--- src/rtl/cts_pkg.sv ---
`timescale 1ns / 1ps

package cts_pkg;

	localparam int SUFFIX_DEPTH = 16;
	localparam int SUF_IDX_W = (SUFFIX_DEPTH > 1) ? $clog2(SUFFIX_DEPTH) : 1;
	localparam int SUF_CNT_W = $clog2(SUFFIX_DEPTH + 1);
	localparam int KEY_W = 4;
	localparam int CHART_LEN = 12;

	localparam logic [7:0] CH_OPEN  = 8'h5B;
	localparam logic [7:0] CH_CLOSE = 8'h5D;
	localparam logic [7:0] CH_SLASH = 8'h2F;
	localparam logic [7:0] CH_SHARP = 8'h23;
	localparam logic [7:0] CH_A = 8'h41;
	localparam logic [7:0] CH_B = 8'h42;
	localparam logic [7:0] CH_C = 8'h43;
	localparam logic [7:0] CH_D = 8'h44;
	localparam logic [7:0] CH_E = 8'h45;
	localparam logic [7:0] CH_F = 8'h46;
	localparam logic [7:0] CH_G = 8'h47;
	localparam logic [7:0] CH_H = 8'h48;

	typedef enum logic [1:0] {
		KIND_CHAR,
		KIND_EOL,
		KIND_SONG,
		KIND_RSVD
	} kind_t;

	typedef enum logic [1:0] {
		ST_OK,
		ST_ROOT_ERR,
		ST_OVERFLOW
	} status_t;

	typedef enum logic [1:0] {
		MODE_OUTSIDE,
		MODE_ROOT,
		MODE_SHARP,
		MODE_SUFFIX
	} mode_t;

	// what the held item does, worked out from the item and parser state
	typedef enum logic [3:0] {
		CL_IGNORE,
		CL_NEWSONG,
		CL_LINE,
		CL_COPY,
		CL_CLOSE,
		CL_ERR_ROOT,
		CL_ERR_OVF,
		CL_ROOT,
		CL_SHARP,
		CL_SUFFIX
	} cls_t;

	typedef enum logic [2:0] {
		EM_SINGLE,
		EM_ROOT,
		EM_SHARP,
		EM_SUFFIX,
		EM_TERM
	} emit_t;

	typedef struct packed {
		kind_t      kind;
		logic [7:0] char_code;
	} item_t;

	typedef struct packed {
		logic [7:0] out_char;
		logic       line_end;
		logic       last;
		logic [1:0] status;
	} res_t;

	typedef struct packed {
		logic  capture;
		logic  commit;
		logic  emit;
		emit_t emit_sel;
		logic  suf_next;
		logic  term_done;
	} cmd_t;

	typedef struct packed {
		cls_t cls;
		logic slot_free;
		logic pos_sharp;
		logic suf_empty;
		logic suf_last;
	} stat_t;

	typedef struct packed {
		logic             hit;
		logic [KEY_W-1:0] idx;
	} chart_hit_t;

	function automatic logic [7:0] chart_letter(input logic [KEY_W-1:0] pos);
		logic [7:0] l;
		case (pos)
			4'd0: l = CH_A;
			4'd1: l = CH_B;
			4'd2: l = CH_H;
			4'd3, 4'd4: l = CH_C;
			4'd5, 4'd6: l = CH_D;
			4'd7: l = CH_E;
			4'd8, 4'd9: l = CH_F;
			4'd10, 4'd11: l = CH_G;
			default: l = CH_A;
		endcase
		return l;
	endfunction

	function automatic logic chart_is_sharp(input logic [KEY_W-1:0] pos);
		logic s;
		case (pos)
			4'd4, 4'd6, 4'd9, 4'd11: s = 1'b1;
			default: s = 1'b0;
		endcase
		return s;
	endfunction

	function automatic chart_hit_t chart_lookup(input logic [7:0] letter, input logic sharp);
		chart_hit_t h;
		h.hit = 1'b1;
		h.idx = '0;
		case (letter)
			CH_A: begin
				h.hit = !sharp;
				h.idx = 4'd0;
			end
			CH_B: begin
				h.hit = !sharp;
				h.idx = 4'd1;
			end
			CH_H: begin
				h.hit = !sharp;
				h.idx = 4'd2;
			end
			CH_C: h.idx = sharp ? 4'd4 : 4'd3;
			CH_D: h.idx = sharp ? 4'd6 : 4'd5;
			CH_E: begin
				h.hit = !sharp;
				h.idx = 4'd7;
			end
			CH_F: h.idx = sharp ? 4'd9 : 4'd8;
			CH_G: h.idx = sharp ? 4'd11 : 4'd10;
			default: h.hit = 1'b0;
		endcase
		return h;
	endfunction

endpackage

--- src/rtl/cts_ctrl.sv ---
`timescale 1ns / 1ps

module cts_ctrl (
	input  logic           clk,
	input  logic           arst_n,
	input  logic           item_valid,
	output logic           item_ready,
	input  cts_pkg::stat_t stat,
	output cts_pkg::cmd_t  cmd
);

	typedef enum logic [2:0] {
		S_IDLE,
		S_DECIDE,
		S_ROOT,
		S_SHARP,
		S_SUFFIX,
		S_TERM
	} state_t;

	state_t state_q;
	state_t state_d;

	assign item_ready = (state_q == S_IDLE);

	always_comb begin
		cmd = '0;
		cmd.emit_sel = cts_pkg::EM_SINGLE;
		state_d = state_q;
		case (state_q)
			S_IDLE: begin
				if (item_valid) begin
					cmd.capture = 1'b1;
					state_d = S_DECIDE;
				end
			end
			S_DECIDE: begin
				case (stat.cls)
					cts_pkg::CL_LINE, cts_pkg::CL_COPY,
					cts_pkg::CL_ERR_ROOT, cts_pkg::CL_ERR_OVF: begin
						if (stat.slot_free) begin
							cmd.commit = 1'b1;
							cmd.emit = 1'b1;
							state_d = S_IDLE;
						end
					end
					cts_pkg::CL_CLOSE: begin
						cmd.commit = 1'b1;
						state_d = S_ROOT;
					end
					default: begin
						cmd.commit = 1'b1;
						state_d = S_IDLE;
					end
				endcase
			end
			S_ROOT: begin
				if (stat.slot_free) begin
					cmd.emit = 1'b1;
					cmd.emit_sel = cts_pkg::EM_ROOT;
					if (stat.pos_sharp)
						state_d = S_SHARP;
					else if (stat.suf_empty)
						state_d = S_TERM;
					else
						state_d = S_SUFFIX;
				end
			end
			S_SHARP: begin
				if (stat.slot_free) begin
					cmd.emit = 1'b1;
					cmd.emit_sel = cts_pkg::EM_SHARP;
					state_d = stat.suf_empty ? S_TERM : S_SUFFIX;
				end
			end
			S_SUFFIX: begin
				if (stat.slot_free) begin
					cmd.emit = 1'b1;
					cmd.emit_sel = cts_pkg::EM_SUFFIX;
					cmd.suf_next = 1'b1;
					if (stat.suf_last)
						state_d = S_TERM;
				end
			end
			S_TERM: begin
				if (stat.slot_free) begin
					cmd.emit = 1'b1;
					cmd.emit_sel = cts_pkg::EM_TERM;
					cmd.term_done = 1'b1;
					state_d = S_IDLE;
				end
			end
			default: state_d = S_IDLE;
		endcase
	end

	always_ff @(posedge clk or negedge arst_n) begin
		if (!arst_n)
			state_q <= S_IDLE;
		else
			state_q <= state_d;
	end

endmodule

--- src/rtl/cts_dp.sv ---
`timescale 1ns / 1ps

module cts_dp (
	input  logic                      clk,
	input  logic                      arst_n,
	input  cts_pkg::cmd_t             cmd,
	input  cts_pkg::item_t            item,
	input  logic                      res_ready,
	output logic                      res_valid,
	output cts_pkg::res_t             res,
	input  logic                      cfg_we,
	input  logic [cts_pkg::KEY_W-1:0] cfg_wdata,
	output logic [cts_pkg::KEY_W-1:0] target_key,
	output cts_pkg::stat_t            stat
);

	localparam int KW = cts_pkg::KEY_W;
	localparam int CW = cts_pkg::SUF_CNT_W;
	localparam int IW = cts_pkg::SUF_IDX_W;

	cts_pkg::item_t  item_q;
	logic [KW-1:0]   target_q;
	cts_pkg::mode_t  mode_q;
	logic [7:0]      letter_q;
	logic            sharp_q;
	logic [7:0]      store_q [cts_pkg::SUFFIX_DEPTH];
	logic [CW-1:0]   count_q;
	logic [CW-1:0]   k_q;
	logic [KW-1:0]   shift_q;
	logic            known_q;
	logic            pt_q;
	logic            err_q;
	logic [KW-1:0]   pos_q;
	logic            res_valid_q;
	cts_pkg::res_t   res_q;

	cts_pkg::cls_t      cls;
	cts_pkg::chart_hit_t hit;
	logic [7:0]      c;
	logic            is_term;
	logic [KW:0]     shift_sum;
	logic [KW-1:0]   shift_new;
	logic [KW-1:0]   shift_use;
	logic [KW:0]     pos_sum;
	logic [KW-1:0]   pos_new;
	logic [CW-1:0]   k_inc;
	cts_pkg::res_t   res_d;

	assign c = item_q.char_code;
	assign is_term = (c == cts_pkg::CH_CLOSE) || (c == cts_pkg::CH_SLASH);
	assign hit = cts_pkg::chart_lookup(letter_q, sharp_q);

	always_comb begin
		if (item_q.kind == cts_pkg::KIND_SONG)
			cls = cts_pkg::CL_NEWSONG;
		else if (item_q.kind == cts_pkg::KIND_RSVD || err_q)
			cls = cts_pkg::CL_IGNORE;
		else if (item_q.kind == cts_pkg::KIND_EOL)
			cls = cts_pkg::CL_LINE;
		else if (pt_q || mode_q == cts_pkg::MODE_OUTSIDE)
			cls = cts_pkg::CL_COPY;
		else if (is_term) begin
			if (mode_q == cts_pkg::MODE_ROOT || !hit.hit
				|| (!known_q && target_q > KW'(cts_pkg::CHART_LEN - 1)))
				cls = cts_pkg::CL_ERR_ROOT;
			else
				cls = cts_pkg::CL_CLOSE;
		end else if (mode_q == cts_pkg::MODE_ROOT)
			cls = cts_pkg::CL_ROOT;
		else if (mode_q == cts_pkg::MODE_SHARP && c == cts_pkg::CH_SHARP)
			cls = cts_pkg::CL_SHARP;
		else if (count_q >= CW'(cts_pkg::SUFFIX_DEPTH))
			cls = cts_pkg::CL_ERR_OVF;
		else
			cls = cts_pkg::CL_SUFFIX;
	end

	// shift = target - root mod 12 (target already known to be in the chart), then new root position = root + shift mod 12
	always_comb begin
		shift_sum = {1'b0, target_q} + (KW+1)'(cts_pkg::CHART_LEN) - {1'b0, hit.idx};
		if (shift_sum >= (KW+1)'(cts_pkg::CHART_LEN))
			shift_new = KW'(shift_sum - (KW+1)'(cts_pkg::CHART_LEN));
		else
			shift_new = shift_sum[KW-1:0];
		shift_use = known_q ? shift_q : shift_new;
		pos_sum = {1'b0, hit.idx} + {1'b0, shift_use};
		if (pos_sum >= (KW+1)'(cts_pkg::CHART_LEN))
			pos_new = KW'(pos_sum - (KW+1)'(cts_pkg::CHART_LEN));
		else
			pos_new = pos_sum[KW-1:0];
	end

	assign k_inc = k_q + CW'(1);

	always_comb begin
		res_d = '0;
		case (cmd.emit_sel)
			cts_pkg::EM_SINGLE: begin
				res_d.last = 1'b1;
				case (cls)
					cts_pkg::CL_LINE: res_d.line_end = 1'b1;
					cts_pkg::CL_COPY: res_d.out_char = c;
					cts_pkg::CL_ERR_ROOT: res_d.status = cts_pkg::ST_ROOT_ERR;
					cts_pkg::CL_ERR_OVF: res_d.status = cts_pkg::ST_OVERFLOW;
					default: res_d.status = cts_pkg::ST_OK;
				endcase
			end
			cts_pkg::EM_ROOT: res_d.out_char = cts_pkg::chart_letter(pos_q);
			cts_pkg::EM_SHARP: res_d.out_char = cts_pkg::CH_SHARP;
			cts_pkg::EM_SUFFIX: res_d.out_char = store_q[k_q[IW-1:0]];
			cts_pkg::EM_TERM: begin
				res_d.out_char = c;
				res_d.last = 1'b1;
			end
			default: res_d = '0;
		endcase
	end

	always_ff @(posedge clk) begin
		if (cmd.capture)
			item_q <= item;
		if (cmd.commit && cls == cts_pkg::CL_CLOSE)
			pos_q <= pos_new;
		if (cmd.commit && cls == cts_pkg::CL_SUFFIX)
			store_q[count_q[IW-1:0]] <= c;
		if (cmd.emit)
			res_q <= res_d;
	end

	always_ff @(posedge clk or negedge arst_n) begin
		if (!arst_n) begin
			target_q <= '0;
			mode_q <= cts_pkg::MODE_OUTSIDE;
			letter_q <= '0;
			sharp_q <= 1'b0;
			count_q <= '0;
			k_q <= '0;
			shift_q <= '0;
			known_q <= 1'b0;
			pt_q <= 1'b0;
			err_q <= 1'b0;
			res_valid_q <= 1'b0;
		end else begin
			if (cfg_we)
				target_q <= cfg_wdata;
			if (cmd.emit)
				res_valid_q <= 1'b1;
			else if (res_ready)
				res_valid_q <= 1'b0;
			if (cmd.suf_next)
				k_q <= k_inc;
			if (cmd.term_done)
				count_q <= '0;
			if (cmd.commit) begin
				k_q <= '0;
				case (cls)
					cts_pkg::CL_NEWSONG: begin
						shift_q <= '0;
						known_q <= 1'b0;
						pt_q <= 1'b0;
						err_q <= 1'b0;
						mode_q <= cts_pkg::MODE_OUTSIDE;
						count_q <= '0;
					end
					cts_pkg::CL_LINE: begin
						mode_q <= cts_pkg::MODE_OUTSIDE;
						count_q <= '0;
					end
					cts_pkg::CL_COPY: begin
						if (!pt_q && c == cts_pkg::CH_OPEN)
							mode_q <= cts_pkg::MODE_ROOT;
					end
					cts_pkg::CL_CLOSE: begin
						if (!known_q) begin
							shift_q <= shift_new;
							known_q <= 1'b1;
							pt_q <= (shift_new == '0);
						end
						mode_q <= (c == cts_pkg::CH_SLASH) ? cts_pkg::MODE_ROOT
							: cts_pkg::MODE_OUTSIDE;
					end
					cts_pkg::CL_ERR_ROOT, cts_pkg::CL_ERR_OVF: begin
						err_q <= 1'b1;
						mode_q <= cts_pkg::MODE_OUTSIDE;
						count_q <= '0;
					end
					cts_pkg::CL_ROOT: begin
						letter_q <= c;
						sharp_q <= 1'b0;
						mode_q <= cts_pkg::MODE_SHARP;
					end
					cts_pkg::CL_SHARP: begin
						sharp_q <= 1'b1;
						mode_q <= cts_pkg::MODE_SUFFIX;
					end
					cts_pkg::CL_SUFFIX: begin
						mode_q <= cts_pkg::MODE_SUFFIX;
						count_q <= count_q + CW'(1);
					end
					default: mode_q <= mode_q;
				endcase
			end
		end
	end

	assign res_valid = res_valid_q;
	assign res = res_q;
	assign target_key = target_q;

	assign stat.cls = cls;
	assign stat.slot_free = !res_valid_q || res_ready;
	assign stat.pos_sharp = cts_pkg::chart_is_sharp(pos_q);
	assign stat.suf_empty = (count_q == '0);
	assign stat.suf_last = (k_inc == count_q);

endmodule

--- src/rtl/chord_transposer_stream_top.sv ---
`timescale 1ns / 1ps

// channel  | direction | handshake               | payload
// item     | in        | item_valid / item_ready | item  (kind, char_code)
// res      | out       | res_valid / res_ready   | res   (out_char, line_end, last, status)
// config   | in        | apb psel/penable/pwrite | target_key at byte address 0
//
// every item is first transferred, then classified in a decide step that also
// updates the parser; a chord close then sends its results one after another
// (root, optional sharp, each buffered suffix byte, terminator), since the
// output register holds one result at a time
// reset is asynchronous and active low; the suffix buffer is not cleared
// a stalled result holds the sequencer; the next item transfer waits for idle

module chord_transposer_stream_top (
	input  logic           clk,
	input  logic           arst_n,
	// configuration port
	input  logic           psel,
	input  logic           penable,
	input  logic           pwrite,
	input  logic [2:0]     paddr,
	input  logic [31:0]    pwdata,
	output logic [31:0]    prdata,
	output logic           pready,
	// input text stream
	input  logic           item_valid,
	output logic           item_ready,
	input  cts_pkg::item_t item,
	// output text stream
	output logic           res_valid,
	input  logic           res_ready,
	output cts_pkg::res_t  res
);

	cts_pkg::cmd_t               cmd;
	cts_pkg::stat_t              stat;
	logic                        cfg_we;
	logic [cts_pkg::KEY_W-1:0]   target_key;

	// one register, word aligned at address zero
	assign pready = 1'b1;
	assign cfg_we = psel && penable && pwrite && !paddr[2];
	assign prdata = paddr[2] ? 32'd0 : {{(32 - cts_pkg::KEY_W){1'b0}}, target_key};

	// sequencer: accepts, classifies and walks the chord burst
	cts_ctrl u_ctrl (
		.clk        (clk),
		.arst_n     (arst_n),
		.item_valid (item_valid),
		.item_ready (item_ready),
		.stat       (stat),
		.cmd        (cmd)
	);

	// parser state, suffix buffer, transposition and output register
	cts_dp u_dp (
		.clk        (clk),
		.arst_n     (arst_n),
		.cmd        (cmd),
		.item       (item),
		.res_ready  (res_ready),
		.res_valid  (res_valid),
		.res        (res),
		.cfg_we     (cfg_we),
		.cfg_wdata  (pwdata[cts_pkg::KEY_W-1:0]),
		.target_key (target_key),
		.stat       (stat)
	);

`ifndef SYNTH
	// one item in flight: no transfer right after another
	assert property (@(posedge clk) disable iff (!arst_n)
		item_valid && item_ready |=> !item_ready)
		else $error("item taken while previous still in work");

	// a burst that is not finished keeps the input closed
	assert property (@(posedge clk) disable iff (!arst_n)
		res_valid && !res.last |-> !item_ready)
		else $error("input reopened in the middle of a chord burst");

	// error and line end results stand alone
	assert property (@(posedge clk) disable iff (!arst_n)
		res_valid && (res.line_end || res.status != cts_pkg::ST_OK)
		|-> res.last && res.out_char == 8'd0)
		else $error("status or line end result malformed");
`endif

endmodule
--- config.mk ---
export PLATFORM = sky130hd
export DESIGN_NAME = chord_transposer_stream_top
export DESIGN_NICKNAME = d
export VERILOG_FILES = /design/src/rtl/cts_pkg.sv /design/src/rtl/cts_ctrl.sv /design/src/rtl/cts_dp.sv /design/src/rtl/chord_transposer_stream_top.sv
export SDC_FILE = /design/constraint.sdc
export NUM_CORES = 1
export LEC_CHECK = 0
export BUFFER_PORTS_ARGS = -buffer_cell sky130_fd_sc_hd__buf_2
export CELL_PAD_IN_SITES_DETAIL_PLACEMENT = 1
export CELL_PAD_IN_SITES_GLOBAL_PLACEMENT = 1
export CORE_ASPECT_RATIO = 0.6
export CORE_UTILIZATION = 35
export CTS_CLUSTER_SIZE = 40
export DETAILED_ROUTE_END_ITERATION = 8
export PLACE_DENSITY = 0.58
export RECOVER_POWER = 100
export SLEW_MARGIN = 40
export SYNTH_ARGS = -nofsm -noshare
export SYNTH_HDL_FRONTEND = slang
export SYNTH_SLANG_ARGS = --single-unit
--- constraint.sdc ---
create_clock -name clk -period 6.2 [get_ports clk]
set_clock_uncertainty 0.05 [all_clocks]
set_input_delay 0.93 -clock clk [delete_from_list [all_inputs] [get_ports clk]]
set_output_delay 0.93 -clock clk [all_outputs]
set_load 0.02 [all_outputs]
==> flow_metrics.tcl, run 1 <==
set metrics [dict create \
    status "complete, but fails checks" \
    violations "capacitance limit, slew limit" \
    timing.critical_path.mode_cell "buf_4" \
    seqPwrFrac_pct 46.2 \
    power.leakage_uw 0.00386 \
    cp.required_ns 6.50 \
    clk_latency_ns 0.44 \
    clockBufferDepth 2 \
    slew_headroom_pct -53.9 \
    worst_hold_slack_ns 0.458 \
    synth_enable_flop_cells 154 \
    setup_viol 0 \
    synth_seq_area_share_pct 60.6 \
    via_count 5620 \
    clock_sink_count 194 \
    first_global_vias 5688 \
    p_per_area_nw_per_um2 299 \
    crit_fanout 7 \
    grt_max_degree 38 \
    critical_path.top_delay_family "compound AO/OA/AOI/OAI gates" \
    yosys_warnings 0 \
    endpoint_kind "register" \
    synth_seq_cells 194 \
    wirelength_um 23900 \
    met3WireLength_um 1910 \
    netlist_top_cells_area "edfxtp_1 (50%), dfrtp_1 (9.7%), mux4_2 (9.7%)" \
    yosysTopAreaCell "edfxtp_1" \
    cts_tree "done" \
    top_layer "met4" \
    drv_slew 37 \
    syn_to_final_growth_pct 15.6 \
    die_h_um 128 \
    p_total_uw 3200 \
    synth_ff_type "edfxtp_1" \
    fin_nets 795 \
    synth_area_per_cell_um2 14.4 \
    switching_power_uw 856 \
    drc_errors 0 \
    fill_cells 2635 \
    peakVddDrop_mv 0.235 \
    final_cell_mix "edfxtp_1 (154), nand2_1 (40), mux4_2 (40), buf_4 (39)" \
    dpl_cell_area_um2 9920 \
    min_period_ns 6.02 \
    drt_iter0_markers 562 \
    clockRootBuffer "clkbuf_16" \
    place.gp.congestion 0.798 \
    grt.total_usage_pct 18.4 \
    antenna_found_initial 3 \
    yosysTopAreaCellShare_pct 50.0 \
    cts_max_level 4 \
    hold_viol_final 0 \
    antenna_cells 0 \
    ctsHoldBuffers 0 \
    grt_pass1_wl_um 35700 \
    start_util_pct 36.1 \
    viasPerCell 5.17 \
    syn_inst 643 \
    crit_slowest_cell "or4b_4" \
    clock_power_share_pct 34.2 \
    final_antenna_net_count 0 \
    first_pass_iters 4 \
    worst-setup-path-type "reg2reg" \
    worst_pin_slew_ns 2.31 \
    drt-met1-wl_um 12500 \
    ys_types 79 \
    clk_pin_slew_ns 0.07 \
    min_period_over_period_pct 97.1 \
    wl_met2_um 9370 \
    layout-drive-gt1-share_pct 24.9 \
    layout_commonest_cell "edfxtp_1" \
    boundaryPins 99 \
    die_w_um 212 \
    std_cell_rows 45 \
    drv_cap 1 \
    dp.final_hpwl_um 16900 \
    die-area_um2 27100 \
    wl_per_cell_um 21.9 \
    grt.overflow.total 0 \
    cp.arrival_ns 6.32 \
    fin_area_um2 10700 \
    power_frac_comb_pct 19.7 \
    io_buffer_count 39 \
    async_flop_share_pct 18.6 \
    coreArea_um2 25600 \
    syn_area_um2 9250 \
    cpPeakStageDelay_ns 0.59 \
    timing.fmax_mhz 166 \
    holdCritPathClass "reg2reg" \
    cell_internal_pwr_uw 2340 \
    critical_path_buf_inv_count 5 \
    cts_buffers 17 \
    crit_path_start_kind "register" \
    p_sw_share_pct 26.8 \
]
-- state kept, by name, summed over array words and instances (netlist names), 3 cells and up, named ones only --
name	count
u_ctrl.state_q	3
u_dp.c	8
u_dp.count_q	5
u_dp.k_q	5
u_dp.letter_q	8
u_dp.pos_q	4
u_dp.res	12
u_dp.shift_q	4
u_dp.store_q	128
u_dp.target_key	4
-- area by class of cell --
cell class / instances / area, um2 / share of cell area (%)
sequential: 194 / 5610 / 52.5
multi-input combinational: 398 / 3470 / 32.4
timing repair buffer: 87 / 503 / 4.70
tap: 352 / 440 / 4.12
clock buffer: 20 / 437 / 4.08
clock inverter: 12 / 140 / 1.31
inverter: 25 / 93.8 / 0.878
-- power groups by stage --
| stage | logic [uW] | clock network, uW | registers, uW |
|---|---|---|---|
| 2_1_floorplan | 331 | 0 | 1500 |
| 3_3_place_gp | 502 | 0 | 1510 |
| 3_5_place_dp | 520 | 0 | 1520 |
| 4_1_cts | 531 | 1120 | 1490 |
| 5_1_grt | 690 | 1160 | 1480 |
| 6_report | 630 | 1090 | 1480 |
-- timing repair --
item | CTS | global route
resized for setup | 2 | 28
endpoints found under the setup margin | 4 | 4
setup buffers | 1 | 8
pin swaps | 0 | 13
-- Yosys cell counts, types with 3 or more instances --
library cell / instances
a2111oi_0: 3
dfxtp_1: 4
xnor2_1: 8
a31oi_1: 4
nor2_1: 30
mux2_2: 13
o21ai_0: 25
a22oi_1: 3
mux2i_1: 5
inv_1: 25
nand3_1: 10
buf_4: 29
buf_1: 4
clkbuf_1: 18
nand2_1: 41
nand4_1: 3
nor2b_1: 7
and3_1: 9
edfxtp_1: 154
dfrtp_1: 36
nand4b_1: 3
a22o_1: 6
a21oi_1: 19
nand3b_1: 4
ha_1: 18
xor2_1: 7
a21o_1: 7
nand2b_1: 8
or3_1: 3
and3b_1: 7
mux4_2: 40
nor3b_1: 5
a211oi_1: 3
and2_1: 5
nor4b_1: 5
nor3_1: 12
-- metrics by stage --
step,cells,TNS (ns),worst slack (ns),util (%)
3_3_place_gp,1040,0,0.0522,38.7
3_5_place_dp,1040,-0.475,-0.147,38.7
2_1_floorplan,670,0,0.617,-
4_1_cts,1073,0,0.0688,41.1
5_1_grt,1088,-0.0684,-0.0334,41.7
6_report,1088,0,0.181,41.7
-- metal layers --
metal / up-vias / GRT usage [%]
met5: - / 0
met4: 0 / 3.20
met3: 8 / 5.10
met2: 155 / 23.6
met1: 2877 / 30.2
li1: 2580 / -
-- logic make-up (layout without fill, tap and decap cells) --
family | count (synthesis) | after routing | share of synthesized area (%)
DFF | 194 | 194 | 60.6
and+or+nand+nor | 170 | 170 | 10.3
AOI/OAI and AO/OA | 106 | 106 | 8.43
buffers and inverters | 78 | 144 | 4.40
muxes | 58 | 58 | 11.9
adders and majority gates | 20 | 20 | 2.87
xor gates and xnor gates | 15 | 15 | 1.42
other | 2 | 29 | 0.0812
-- worst paths after layout --
kind	startpoint	to	slack, ns	cells past startpoint
hold reg to reg	u_dp.target_key[0]	u_dp.target_key[0]	0.46	1
setup reg to reg	u_dp.letter_q[4]	register	0.18	25
min in group asynchronous	arst_n	u_ctrl.state_q[1]	1.13	1
max in group asynchronous	arst_n	u_dp.k_q[1]	3.35	1
hold / removal	u_dp.target_key[0]	u_dp.target_key[0]	0.46	1
setup / recovery	u_dp.letter_q[4]	register	0.18	25
No activity file was read; power rests on OpenSTA's default activity.
==> run 2, diff against run 1 <==
Settings changed: CTS_BUF_LIST from default to sky130_fd_sc_hd__clkbuf_16, SKIP_LAST_GASP from default to 1.
==> run 2 against run 1 <==
  * The flow still finishes with violations (capacitance limit, slew limit)
  * Via count grew 0.12%
  * Global-route usage is the same
  * Combinational power is essentially flat
  * First-iteration DRC count grew 0.18%
  * Sequential cell count is the same
  * Sequential share of layout area is the same
  * Clock power is essentially flat
  * Utilization is the same
  * Final cell count is the same
  * Non-clock buffer count is the same
  * Setup slack gained 0.0010 ns
  * Critical path type unchanged
  * Highest routed layer unchanged
==> flow_metrics.tcl, run 2 (synthesis gave the netlist of run 1 again) <==
set metrics [dict create \
    io_buffer_count 39 \
    cts_tree "done" \
    slew_headroom_pct -53.8 \
    cp.required_ns 6.50 \
    wl_per_cell_um 21.9 \
    layout-drive-gt1-share_pct 24.9 \
    first_global_vias 5688 \
    endpoint_kind "register" \
    hold_end "u_dp.target_key[0]" \
    timing.fmax_mhz 166 \
    min_period_over_period_pct 97.1 \
    start_util_pct 36.1 \
    drv_slew 37 \
    worst-setup-path-type "reg2reg" \
    status "complete, but fails checks" \
    die_w_um 212 \
    place.gp.congestion 0.798 \
    min_path_cells 1 \
    boundaryPins 99 \
    clk_latency_ns 0.44 \
    worst_hold_slack_ns 0.458 \
    drv_cap 1 \
    min_period_ns 6.02 \
    grt_max_degree 38 \
    first_pass_iters 5 \
    viasPerCell 5.17 \
    clk_pin_slew_ns 0.07 \
    worst_pin_slew_ns 2.31 \
    coreArea_um2 25600 \
    p_total_uw 3200 \
    die-area_um2 27100 \
    fill_cells 2635 \
    hold_viol_final 0 \
    grt.overflow.total 0 \
    grt_pass1_wl_um 35700 \
    hp-start "u_dp.target_key[0]" \
    dp.final_hpwl_um 16900 \
    antenna_cells 0 \
    syn_to_final_growth_pct 15.6 \
    cp.arrival_ns 6.32 \
    cts_buffers 17 \
    std_cell_rows 45 \
    drt_iter0_markers 563 \
    via_count 5627 \
    clockBufferDepth 2 \
    fin_nets 795 \
    r2r_slack_ns 0.18 \
    final_antenna_net_count 0 \
    violations "capacitance limit, slew limit" \
    crit_fanout 7 \
    reg2reg_from "u_dp.letter_q[4]" \
    wirelength_um 23900 \
    drc_errors 0 \
    holdCritPathClass "reg2reg" \
    p_per_area_nw_per_um2 299 \
    cts_max_level 4 \
    setup_viol 0 \
    layout_commonest_cell "edfxtp_1" \
    largest_register_ffs 128 \
    antenna_found_initial 3 \
    clockRootBuffer "clkbuf_16" \
    power.leakage_uw 0.00388 \
    clock_sink_count 194 \
    crit_path_start_kind "register" \
    peakVddDrop_mv 0.235 \
    grt.total_usage_pct 18.4 \
    die_h_um 128 \
    final_cell_mix "edfxtp_1 (154), nand2_1 (40), mux4_2 (40), buf_4 (39), dfrtp_1 (32)" \
    reg2reg_depth 25 \
]
==> run 2: how the worst max path moves through the flow <==
stage | startpoint | endpoint
global route | u_dp.letter_q[4] | register
floorplan | u_dp.letter_q[5] | register
global placement | u_dp.letter_q[5] | register
finish | u_dp.letter_q[4] | register
detailed placement | u_dp.letter_q[5] | register
CTS | u_dp.letter_q[1] | register
==> run 2: critical path: stages (launching register included) <==
cell      delay (ns)
dfrtp_1         0.39
or4b_4          0.59
buf_4           0.17
a211oi_4        0.28
nand2b_1        0.12
nand2_1         0.10
inv_1           0.07
fa_2            0.58
inv_1           0.05
ha_1            0.20
and3b_1         0.21
a211o_4         0.31
buf_4           0.15
a211o_4         0.36
a21oi_4         0.24
nand2_2         0.09
a21oi_2         0.14
xor2_1          0.08
ha_2            0.18
a31o_4          0.25
or4_4           0.50
a21oi_4         0.18
buf_4           0.12
a211o_1         0.14
o21a_1          0.16
mux2i_1         0.22
==> run 2: cell type report <==
type | count | area (um2) | area share, %
Sequential cell | 194 | 5610 | 52.5
Multi-Input combinational cell | 398 | 3470 | 32.4
Timing Repair Buffer | 87 | 503 | 4.70
Tap cell | 352 | 440 | 4.12
Clock buffer | 17 | 425 | 3.98
Clock inverter | 15 | 151 | 1.42
Inverter | 25 | 93.8 | 0.878
==> run 2: per-layer routing <==
layer | vias to the layer above | routed length, um | track usage, %
li1 | 2580 | - | -
met2 | 155 | 9370 | 23.6
met3 | 8 | 1910 | 5.10
met5 | - | 0 | 0
met1 | 2884 | 12500 | 30.2
met4 | 0 | 141 | 3.20
==> run 2: through the flow <==
| stage | area (um2) | instances | setup TNS, ns | setup slack, ns | util, % |
|---|---|---|---|---|---|
| 2_1_floorplan | 9350 | 670 | 0 | 0.617 | - |
| 3_3_place_gp | 9910 | 1040 | 0 | 0.0522 | 38.7 |
| 3_5_place_dp | 9920 | 1040 | -0.475 | -0.147 | 38.7 |
| 4_1_cts | 10500 | 1073 | 0 | 0.0688 | 41.1 |
| 5_1_grt | 10700 | 1088 | -0.0681 | -0.0333 | 41.7 |
| 6_report | 10700 | 1088 | 0 | 0.182 | 41.7 |
==> run 2: report_power, final <==
| group | total [uW] | internal, uW | switching, uW |
|---|---|---|---|
| combinational | 630 | 275 | 355 |
| clock | 1090 | 623 | 466 |
| sequential | 1480 | 1440 | 36.0 |
==> run 2: repair_timing <==
item                       4_1_cts  5_1_grt
pin swaps                        0       13
hold buffers                     0        0
setup buffers                    1        8
resized for setup                2       28
setup endpoints to repair        4        4
